$ cat src/rtl/core/bicolor_led_matrix_scan_shifter_defines.svh
// assertion macros shared by the scan shifter modules
`ifndef BICOLOR_LED_MATRIX_SCAN_SHIFTER_DEFINES_SVH
`define BICOLOR_LED_MATRIX_SCAN_SHIFTER_DEFINES_SVH

// same-cycle implication, checked out of reset
`define BLMSS_ASSERT_NOW(label, clk, rst_n, ante, cons, msg) \
  label: assert property (@(posedge clk) disable iff (!rst_n) (ante) |-> (cons)) \
    else $error(msg);

// next-cycle implication, checked out of reset
`define BLMSS_ASSERT_NEXT(label, clk, rst_n, ante, cons, msg) \
  label: assert property (@(posedge clk) disable iff (!rst_n) (ante) |=> (cons)) \
    else $error(msg);

`endif

$ cat src/rtl/core/blmss_pkg.sv
// shared constants, tables and types of the led matrix scan shifter
`timescale 1ns / 1ps

package blmss_pkg;

  localparam int ROW_BITS   = 16;
  localparam int COL_BITS   = 8;
  localparam int SHIFT_BITS = ROW_BITS + COL_BITS;
  localparam int POS_W      = $clog2(SHIFT_BITS);
  localparam int SLOT_W     = 7;
  localparam int FRAME_W    = 64;

  localparam logic [POS_W-1:0] LAST_POS = POS_W'(SHIFT_BITS - 1);

  // input command codes
  localparam logic CMD_LOAD = 1'b0;
  localparam logic CMD_TICK = 1'b1;

  // shift order of the active-low row lines
  localparam logic [3:0] ROW_ORDER [ROW_BITS] = '{
    4'd0, 4'd1, 4'd2, 4'd3, 4'd4, 4'd5, 4'd6, 4'd15,
    4'd8, 4'd9, 4'd10, 4'd11, 4'd12, 4'd13, 4'd14, 4'd7
  };

  // shift order of the column lines
  localparam logic [2:0] COL_ORDER [COL_BITS] = '{
    3'd4, 3'd5, 3'd6, 3'd7, 3'd3, 3'd2, 3'd1, 3'd0
  };

  // one slot worth of chain bits, bit 0 shifted first
  typedef struct packed {
    logic [SLOT_W-1:0]     slot;
    logic [SHIFT_BITS-1:0] bits;
  } pattern_t;

endpackage

$ cat src/rtl/core/blmss_frame_store.sv
// frame registers, slot counter and per-slot chain pattern generation
`timescale 1ns / 1ps

module blmss_frame_store (
  input  logic                             clk,
  input  logic                             rst_n,
  input  logic                             load_en,
  input  logic                             tick_en,
  input  logic [blmss_pkg::FRAME_W-1:0]    red_frame,
  input  logic [blmss_pkg::FRAME_W-1:0]    yellow_frame,
  output blmss_pkg::pattern_t              pattern
);

  logic [blmss_pkg::FRAME_W-1:0] red_r;
  logic [blmss_pkg::FRAME_W-1:0] yellow_r;
  logic [blmss_pkg::SLOT_W-1:0]  slot_r;
  logic [blmss_pkg::SLOT_W-1:0]  slot_nxt;

  logic [2:0] col_x;
  logic       color;
  logic [2:0] row_y;
  logic [3:0] row_target;
  logic       lit;

  // frames and slot counter
  assign slot_nxt = slot_r + blmss_pkg::SLOT_W'(1);

  always_ff @(posedge clk) begin
    if (!rst_n) begin
      red_r    <= '0;
      yellow_r <= '0;
      slot_r   <= '0;
    end else begin
      if (load_en) begin
        red_r    <= red_frame;
        yellow_r <= yellow_frame;
      end
      if (tick_en) begin
        slot_r <= slot_nxt;
      end
    end
  end

  // decode the current slot into column, color and row
  assign col_x      = slot_r[6:4];
  assign color      = slot_r[3];
  assign row_y      = slot_r[2:0];
  assign row_target = {color, row_y};
  assign lit        = color ? yellow_r[{row_y, col_x}] : red_r[{row_y, col_x}];

  // chain bits: rows first, then columns; a dark dot drives nothing
  always_comb begin
    pattern.slot = slot_r;
    for (int i = 0; i < blmss_pkg::ROW_BITS; i++) begin
      pattern.bits[i] = !lit || (blmss_pkg::ROW_ORDER[i] != row_target);
    end
    for (int j = 0; j < blmss_pkg::COL_BITS; j++) begin
      pattern.bits[blmss_pkg::ROW_BITS + j] = lit && (blmss_pkg::COL_ORDER[j] == col_x);
    end
  end

endmodule

$ cat src/rtl/core/blmss_serializer.sv
// one-entry pattern buffer and bit-serial output shifter
`timescale 1ns / 1ps

`include "bicolor_led_matrix_scan_shifter_defines.svh"

module blmss_serializer (
  input  logic                              clk,
  input  logic                              rst_n,
  input  logic                              pat_valid,
  input  blmss_pkg::pattern_t               pat,
  output logic                              pat_ready,
  output logic                              out_valid,
  input  logic                              out_ready,
  output logic                              out_bit,
  output logic [blmss_pkg::POS_W-1:0]       out_pos,
  output logic [blmss_pkg::SLOT_W-1:0]      out_slot,
  output logic                              out_last
);

  logic                                 pend_valid_r;
  blmss_pkg::pattern_t                  pend_r;
  logic                                 sh_valid_r;
  logic [blmss_pkg::SHIFT_BITS-1:0]     sh_bits_r;
  logic [blmss_pkg::POS_W-1:0]          pos_r;
  logic [blmss_pkg::SLOT_W-1:0]         slot_r;

  logic out_fire;
  logic sh_done;
  logic sh_load;

  assign out_fire  = sh_valid_r && out_ready;
  assign sh_done   = out_fire && (pos_r == blmss_pkg::LAST_POS);
  assign sh_load   = pend_valid_r && (!sh_valid_r || sh_done);
  assign pat_ready = !pend_valid_r;

  // pending buffer lets a new item in while the shifter is busy
  always_ff @(posedge clk) begin
    if (!rst_n) begin
      pend_valid_r <= 1'b0;
    end else if (pat_valid && pat_ready) begin
      pend_valid_r <= 1'b1;
    end else if (sh_load) begin
      pend_valid_r <= 1'b0;
    end
  end

  always_ff @(posedge clk) begin
    if (pat_valid && pat_ready) begin
      pend_r <= pat;
    end
  end

  // shifter control
  always_ff @(posedge clk) begin
    if (!rst_n) begin
      sh_valid_r <= 1'b0;
      pos_r      <= '0;
    end else if (sh_load) begin
      sh_valid_r <= 1'b1;
      pos_r      <= '0;
    end else if (sh_done) begin
      sh_valid_r <= 1'b0;
      pos_r      <= '0;
    end else if (out_fire) begin
      pos_r <= pos_r + blmss_pkg::POS_W'(1);
    end
  end

  // shifter payload
  always_ff @(posedge clk) begin
    if (sh_load) begin
      sh_bits_r <= pend_r.bits;
      slot_r    <= pend_r.slot;
    end else if (out_fire) begin
      sh_bits_r <= {1'b0, sh_bits_r[blmss_pkg::SHIFT_BITS-1:1]};
    end
  end

  assign out_valid = sh_valid_r;
  assign out_bit   = sh_bits_r[0];
  assign out_pos   = pos_r;
  assign out_slot  = slot_r;
  assign out_last  = (pos_r == blmss_pkg::LAST_POS);

  // checks
  `BLMSS_ASSERT_NOW(a_pos_range, clk, rst_n, sh_valid_r, pos_r <= blmss_pkg::LAST_POS, "shift position past last bit")
  `BLMSS_ASSERT_NEXT(a_pend_start, clk, rst_n, pend_valid_r && !sh_valid_r, sh_valid_r && (pos_r == '0) && !pend_valid_r, "pending pattern not started at bit zero")
  `BLMSS_ASSERT_NEXT(a_run_end, clk, rst_n, sh_done && !pend_valid_r, !sh_valid_r, "shifter kept running after last bit")

endmodule

$ cat src/rtl/core/bicolor_led_matrix_scan_shifter.sv
// top level of the bicolor led matrix scan shifter
`timescale 1ns / 1ps

// Each tick item (in_tuser = 1) produces 24 output items, one per cycle when out_tready
// stays high: 16 active-low row bits, then 8 column bits, with out_tlast on bit 23. A tick
// therefore occupies the output shifter until its last bit is taken; one more tick may be
// accepted and held in a one-entry buffer while the current slot shifts out. Load items
// (in_tuser = 0) replace both frames, produce no output and are accepted whenever the
// buffer is free. The pattern of a tick is taken from the frames stored at the moment the
// tick is accepted. The slot counter runs 0..127, column outer, red rows then yellow rows,
// and keeps its value across loads.

module bicolor_led_matrix_scan_shifter (
  input  logic          clk,
  input  logic          rst_n,
  input  logic          in_tvalid,
  output logic          in_tready,
  // [63:0] red_frame, [127:64] yellow_frame
  input  logic [127:0]  in_tdata,
  // [0] command
  input  logic          in_tuser,
  output logic          out_tvalid,
  input  logic          out_tready,
  // [0] data_bit, [5:1] bit_position, [12:6] scan_slot, [15:13] zero
  output logic [15:0]   out_tdata,
  output logic          out_tlast
);

  logic                              in_fire;
  logic                              load_en;
  logic                              tick_en;
  blmss_pkg::pattern_t               pattern;
  logic                              pat_ready;
  logic                              ser_bit;
  logic [blmss_pkg::POS_W-1:0]       ser_pos;
  logic [blmss_pkg::SLOT_W-1:0]      ser_slot;

  // input handshake and command decode
  assign in_tready = pat_ready;
  assign in_fire   = in_tvalid && in_tready;
  assign load_en   = in_fire && (in_tuser == blmss_pkg::CMD_LOAD);
  assign tick_en   = in_fire && (in_tuser == blmss_pkg::CMD_TICK);

  blmss_frame_store u_store (
    .clk          (clk),
    .rst_n        (rst_n),
    .load_en      (load_en),
    .tick_en      (tick_en),
    .red_frame    (in_tdata[63:0]),
    .yellow_frame (in_tdata[127:64]),
    .pattern      (pattern)
  );

  blmss_serializer u_ser (
    .clk       (clk),
    .rst_n     (rst_n),
    .pat_valid (tick_en),
    .pat       (pattern),
    .pat_ready (pat_ready),
    .out_valid (out_tvalid),
    .out_ready (out_tready),
    .out_bit   (ser_bit),
    .out_pos   (ser_pos),
    .out_slot  (ser_slot),
    .out_last  (out_tlast)
  );

  // pack the result item
  assign out_tdata = {3'b000, ser_slot, ser_pos, ser_bit};

endmodule

$ cat config.mk
export PLATFORM = sky130hd
export DESIGN_NAME = bicolor_led_matrix_scan_shifter
export DESIGN_NICKNAME = d
export VERILOG_FILES = /design/src/rtl/core/blmss_pkg.sv /design/src/rtl/core/blmss_frame_store.sv /design/src/rtl/core/blmss_serializer.sv /design/src/rtl/core/bicolor_led_matrix_scan_shifter.sv
export VERILOG_INCLUDE_DIRS = /design/src /design/src/rtl/core
export SDC_FILE = /design/constraint.sdc
export NUM_CORES = 1
export LEC_CHECK = 0
export ABC_AREA = 1
export BUFFER_PORTS_ARGS = -buffer_cell sky130_fd_sc_hd__buf_4
export CORE_MARGIN = 5
export CORE_UTILIZATION = 56
export CTS_CLUSTER_DIAMETER = 30
export DETAILED_ROUTE_END_ITERATION = 16
export PLACE_DENSITY_LB_ADDON = 0.2
export SLEW_MARGIN = 30
export SYNTH_ARGS = -nofsm -noshare
export SYNTH_HDL_FRONTEND = slang
export SYNTH_SLANG_ARGS = --single-unit
$ cat constraint.sdc
create_clock -name clk -period 2.9 [get_ports clk]
set_clock_uncertainty 0.05 [all_clocks]
set_input_delay 0.145 -clock clk [delete_from_list [all_inputs] [get_ports clk]]
set_output_delay 0.145 -clock clk [all_outputs]
set_load 0.05 [all_outputs]
==> impl_metrics.toml, run 1 <==
[min_path]
whs_endpoint = "u_store.slot_r[0]$_SDFFE_PN0P_"
worst_hold_path.num_cells = 3
hold_crit_start = "in_tuser"
hold_path_class = "in2reg"

[placement]
place_congestion = 0.812
dp.final_hpwl_um = 14500
numPlacedInstances = 1442
port_buffers = 148
dp_slack_ps = 496
placement.cell_area_mm2 = 0.0101

[timing]
tightestPinTransition_ps = 772
max-slew-margin-rel_pct = 48.5
grt_setup_unrepaired = "no"
final_min_period_over_clock_period_pct = 85.4
setup_slack_ps = 424
finalMaxSlewViolations = 0
setup_violators_final = 0
hold_violations = 0
setup_tns_ps = 0
layout_min_cycle_time_ps = 2480
fmaxAchievable_mhz = 404
hold_slack_ps = 187

[detailed_routing]
drt_pre_antenna_iters = 5
via_count = 8734
wirelength_um = 27100
wl_per_cell_um = 16.6
drcViolationCount = 0
vias_per_cell = 5.34
ant_nets = 0
detail_route.iter0.violations = 892

[clock_network]
cts-htree-levels = 2
path_clk_slew_ps = 50
cts_num_sinks = 204
cts_tree = "yes"
cts_root_buffer = "clkbuf_16"
clock_path_buffers = 3
cts_made_buffers = 36
clock_insertion_delay_worst_skew_ps = 500
cts_setup_buffers = 0

[global_routing]
grt_pass1_vias = 8777
grt_antenna_before_repair = 1
wire_length_of_the_first_global_routing_pass_um = 43400
grt_util_all_layers_pct = 29.4
grt_start_max_net_pins = 100
grt.overflow.total = 0

[die]
core_region_area_mm2 = 0.0157
core.rowCount = 46
die-area_mm2 = 0.0185
fp.dieW_um = 136
die_h_um = 136
floorplan.initialDensity_pct = 56.7
num_io_pins = 152

[job]
maxCapViolations = 0

[power]
power_leakage_nw = 5.16
power_report.internal_total_w = 0.00637
seqPwrFrac_pct = 38.2
total_switching_power_w = 0.00194
power.share.switching_pct = 23.3
cellPowerDensity_mw_per_mm2 = 657
comb_power_share_pct = 9.8
clock_power_share_pct = 51.9
ir_worst_vdd_v = 0.000465

[yosys]
synth-warning-count = 0
post-synth-top-area-fraction_pct = 31.9
synth_sequential_area_ratio_pct = 52.8
synth.largest_area_cell = "dfxtp_1"
synth_ff_type = "dfxtp_1"
netlist_area_mm2 = 0.00890
async_reset_ff_share_pct = 0
yosys-top-cells-area = "dfxtp_1 32%, edfxtp_1 21%, o21ai_0 8.5%"
synthesis.area_per_instance_um2 = 7.89
synth_enable_flop_cells = 62
syn-instance-count = 1128
synth.lib_cells_used.distinct = 33
synth-seq-cells = 204

[cells_and_area]
final-instance-count-excl-fill = 1636
post_route_cells_drive_above_1_share_pct = 17.8
layout.cell_area.non_filler_mm2 = 0.0127
nets = 1531
layout-area-overhead-vs-synth_pct = 42.1

[worst_setup_path]
critPathTopFamily = "simple AND/OR/NAND/NOR gates"
worstReg2RegStart = "u_store.slot_r[4]$_SDFFE_PN0P_"
crit_path_max_fanout = 17
timing.critical_path.required_ps = 3100
critical_path.max_stage_delay_ps = 460
cp_cell_sequence = "inv_2, buf_4, nand2_2, nor2_1, nor2_1, nand3_1, nand3_1, nand3_1, nand3_1, nand2_4, nor2_4, nor2_1"
regToRegSetupSlack_ps = 420
rr_worst_depth = 12
timing.critical_path.buf_inv = 2
worstPathArrival_ps = 2670
worst_setup_path_start_kind = "flip-flop"
critPathMostFrequentCell = "nand3_1"
timing.setup.critical_path_class = "reg2reg"
worst_setup_path_end_kind = "flip-flop"
critical_path.reg2reg.endpoint = "u_ser.pend_r[16]$_DFFE_PP_"
slowest_stage_cell_crit_path = "dfxtp_2"

[outcome]
run_status = "complete, no violations"
[timing repair]
item                                   CTS  global route
gates resized for setup                  0             0
hold buffers                           129             0
endpoints found under the hold margin  129             0
[layer usage]
| layer | vias up | wire (µm) | GRT usage (%) |
|---|---|---|---|
| met1 | 4003 | 10500 | 34.8 |
| met5 | - | 0 | 0 |
| met3 | 121 | 1770 | 6.00 |
| met4 | 0 | 1330 | 14.4 |
| met2 | 415 | 13600 | 51.0 |
| li1 | 4195 | - | - |
[placed cells by master, fill, tap and decap left out, types with 11 or more instances in the layout]
cell type        n
edfxtp_1        62
buf_4          168
nand3_1         67
clkbuf_16       37
dlygate4sd3_1  129
o21ai_0        151
a21oi_1        147
nor2_1         103
dfxtp_1        141
nand2_1        182
o21ai_2         11
inv_1          152
o21ai_1         11
[metrics by stage]
stage,power (W),util (%)
finish,0.00831,80.5
global route,0.00856,80.5
CTS,0.00828,80.5
detailed placement,0.00386,64.4
global placement,0.00385,64.4
floorplan,0.00360,-
[worst max-delay path by stage]
| stage | from | end | slack (ps) | cells after the start |
|---|---|---|---|---|
| 6_report | u_store.slot_r[4]$_SDFFE_PN0P_ | u_ser.pend_r[16]$_DFFE_PP_ | 420 | 12 |
| 5_1_grt | u_store.slot_r[5]$_SDFFE_PN0P_ | u_ser.pend_r[14]$_DFFE_PP_ | 260 | 11 |
| 4_1_cts | u_store.slot_r[5]$_SDFFE_PN0P_ | u_ser.pend_r[12]$_DFFE_PP_ | 480 | 11 |
| 3_5_place_dp | u_store.slot_r[5]$_SDFFE_PN0P_ | u_ser.pend_r[12]$_DFFE_PP_ | 500 | 11 |
| 3_3_place_gp | u_store.slot_r[4]$_SDFFE_PN0P_ | u_ser.pend_r[20]$_DFFE_PP_ | 600 | 12 |
| 2_1_floorplan | u_ser.pend_valid_r$_SDFFE_PN0P_ | u_ser.sh_bits_r[0]$_DFFE_PP_ | 20 | 2 |
[state kept, by name, indices dropped and copies added, names as in the netlist]
name and cells:
u_ser.pend_valid_r 1, u_ser.sh_bits_r 24, u_store.slot_r 7, u_store.yellow_r 64
u_ser.pend_r 31, u_store.red_r 64, u_ser.out_slot 7, u_ser.out_pos 5
u_ser.out_valid 1
[power groups by stage]
stage                     Combinational, W  Clock, W  Sequential, W
after CTS                         0.000783   0.00432        0.00317
after floorplan                   0.000376         0        0.00322
after global placement            0.000624         0        0.00322
after detailed placement          0.000635         0        0.00323
final                             0.000819   0.00431        0.00318
after global routing              0.000896   0.00448        0.00319
[worst min-delay path: stages]
cell	delay, ps
buf_4	110
nand3_1	310
a21oi_1	120
[logic make-up after synthesis]
family,count (synthesis),synth area share [%]
xor+xnor,2,0.197
fa+ha+maj,5,0.703
compound gates,322,18.6
simple gates,365,16.9
other cells,1,0.0421
buf+inv,229,10.7
flops,204,52.8
[synthesized netlist by cell type (2+ instances only)]
cell type / instances
o21ai_2: 10
o21ai_1: 11
nand2_1: 182
nor2_1: 103
clkbuf_1: 40
buf_4: 9
nand3_1: 67
buf_1: 5
dfxtp_1: 142
nand2_2: 2
ha_1: 5
a21oi_1: 147
nor3_1: 2
buf_6: 6
edfxtp_1: 62
inv_2: 2
inv_1: 152
nand2_4: 2
o21ai_0: 152
buf_2: 14
[final cells by class]
type / count / area, µm²
Tap cell: 216 / 270
Sequential cell: 204 / 4710
Clock inverter: 26 / 303
Timing Repair Buffer: 299 / 2590
Multi-Input combinational cell: 697 / 3260
Inverter: 155 / 582
Antenna cell: 1 / 2.50
Clock buffer: 38 / 940
Fill cell: 1001 / 3060
Note: power is estimated with default switching activity, not from simulation.
==> inputs of run 2 (changes only) <==
CELL_PAD_IN_SITES_DETAIL_PLACEMENT = 0   (was not set)
CELL_PAD_IN_SITES_GLOBAL_PLACEMENT = 1   (was not set)
CORE_UTILIZATION = 41   (was 56)
==> impl_metrics.toml, run 2 (same netlist as run 1, synthesis figures left out) <==
[worst_setup_path]
crit_path_max_fanout = 31
timing.setup.critical_path_class = "reg2reg"
worst_setup_path_end_kind = "flip-flop"
worstPathArrival_ps = 2660
worst_setup_path_start_kind = "flip-flop"
timing.critical_path.required_ps = 3120

[global_routing]
grt_pass1_vias = 8005
wire_length_of_the_first_global_routing_pass_um = 40300
grt_antenna_before_repair = 0
grt.busiest_layer = "met2"
grtUsageMet3_pct = 3.96
globalRouteMet1Util_pct = 26.5
grtUsageMet2_pct = 32.9
grt.overflow.total = 0
grt_util_all_layers_pct = 20.0
grt_start_max_net_pins = 80

[clock_network]
cts_made_buffers = 47
path_clk_slew_ps = 40
cts_setup_buffers = 0
cts.hold.buffers_added = 129
cts-htree-levels = 2
cts_num_sinks = 204
cts_root_buffer = "clkbuf_16"
cts_tree = "yes"
cts_repair_resize_count = 0
clock_path_buffers = 3
clock_insertion_delay_worst_skew_ps = 520

[cells_and_area]
post_route_cells_drive_above_1_share_pct = 17.9
largest_registers = "u_store.red_r x64, u_store.yellow_r x64, u_ser.pend_r x31"
multiInputGateArea_mm2 = 0.00326
layout.cell_area.non_filler_mm2 = 0.0131
layout-area-overhead-vs-synth_pct = 47.4
nets = 1538
antenna-diode-count = 0
register_area_mm2 = 0.00471
layout.cells.most_common_list = "182 x nand2_1, 161 x buf_4, 152 x inv_1"
final_core_utilization_pct = 60.7
most_common_cell_after_layout_fill_and_taps_aside = "nand2_1"
fill_cells = 1898

[timing]
grt_setup_unrepaired = "no"
final_min_period_over_clock_period_pct = 84.2
setup_violators_final = 0
hold_slack_ps = 78.3
finalMaxSlewViolations = 0
max-slew-margin-rel_pct = 58.6
setup_tns_ps = 0
hold_violations = 0
layout_min_cycle_time_ps = 2440
setup_slack_ps = 459
tightestPinTransition_ps = 619
fmaxAchievable_mhz = 410

[power]
clock_power_share_pct = 57.3
power_leakage_nw = 5.35
ir_worst_vdd_v = 0.000357
power.share.switching_pct = 21.5
power_report.internal_total_w = 0.00730
total_switching_power_w = 0.00200
comb_power_share_pct = 8.5
cellPowerDensity_mw_per_mm2 = 709
seqPwrFrac_pct = 34.2

[detailed_routing]
wl_per_cell_um = 14.5
detail_route.iter0.violations = 469
ant_nets = 0
drt_pre_antenna_iters = 5
wirelength_um = 24900
via_count = 8263
vias_per_cell = 4.81
drcViolationCount = 0

[outcome]
run_status = "complete, no violations"

[die]
core_region_area_mm2 = 0.0216
fp.dieW_um = 157
die-area_mm2 = 0.0248
floorplan.initialDensity_pct = 41.2
die_h_um = 157
core.rowCount = 54
num_io_pins = 152

[placement]
placement.cell_area_mm2 = 0.0102
dp.final_hpwl_um = 15900
dp_slack_ps = 454
place_congestion = 0.787
port_buffers = 148

[job]
maxCapViolations = 0

[min_path]
hold_path_class = "in2reg"
-- run 2: changes by cell type in the layout (fill, tap and decap cells not counted) --
| cell | previous run | this run |
|---|---|---|
| clkbuf_1 | 0 | 14 |
| clkbuf_16 | 37 | 48 |
| buf_4 | 168 | 161 |
| clkbuf_8 | 1 | 7 |
| clkinvlp_4 | 4 | 0 |
| buf_12 | 2 | 5 |
| clkinv_2 | 6 | 4 |
| inv_6 | 3 | 1 |
| bufinv_16 | 6 | 7 |
| clkinv_1 | 6 | 5 |
| clkinv_4 | 2 | 1 |
| clkinv_8 | 0 | 1 |
| diode_2 | 1 | 0 |
-- run 2: worst paths after layout --
| path | slack (ps) | to | depth (start not counted) | from |
|---|---|---|---|---|
| worst max-delay path | 460 | u_ser.pend_r[3]$_DFFE_PP_ | 10 | u_store.slot_r[4]$_SDFFE_PN0P_ |
| worst min-delay path | 80 | u_store.yellow_r[51]$_SDFFE_PN0P_ | 3 | rst_n |
| worst max register to register | 460 | u_ser.pend_r[3]$_DFFE_PP_ | 10 | u_store.slot_r[4]$_SDFFE_PN0P_ |
| worst min register to register | 360 | u_ser.out_slot[4]$_DFFE_PN_ | 0 | u_ser.pend_r[28]$_DFFE_PP_ |
-- run 2: critical path, stage by stage (launching register included) --
cell     delay [ps]
dfxtp_2         340
buf_4           250
nor2_1          520
a21oi_1         130
nand3_1         120
nand3_1          70
nand3_1          80
nand3_1          90
nand2_2         220
buf_4           240
o21ai_2          80
-- run 2: layout make-up --
type	count	share of cell area, %
sequential	204	35.9
multi-input combinational	697	24.8
timing repair buffer	295	19.8
clock buffer	69	10.3
inverter	155	4.43
tap	280	2.67
clock inverter	18	2.13
-- run 2: metal layers --
layer,wire [µm],share of wire (%)
met3,1560,6.3
met2,11700,47
met4,599,2.4
met5,0,0
met1,11100,45
-- run 2: power by group through the flow --
stage | clock network, W | registers, W | logic (W)
2_1_floorplan | 0 | 0.00322 | 0.000376
3_3_place_gp | 0 | 0.00323 | 0.000642
3_5_place_dp | 0 | 0.00323 | 0.000650
4_1_cts | 0.00541 | 0.00318 | 0.000791
5_1_grt | 0.00558 | 0.00319 | 0.000880
6_report | 0.00533 | 0.00318 | 0.000789
-- run 2: stage by stage --
step	std cells	power (W)
6_report	1718	0.00930
5_1_grt	1718	0.00965
4_1_cts	1718	0.00938
3_5_place_dp	1502	0.00388
3_3_place_gp	1502	0.00387
2_1_floorplan	1130	0.00360
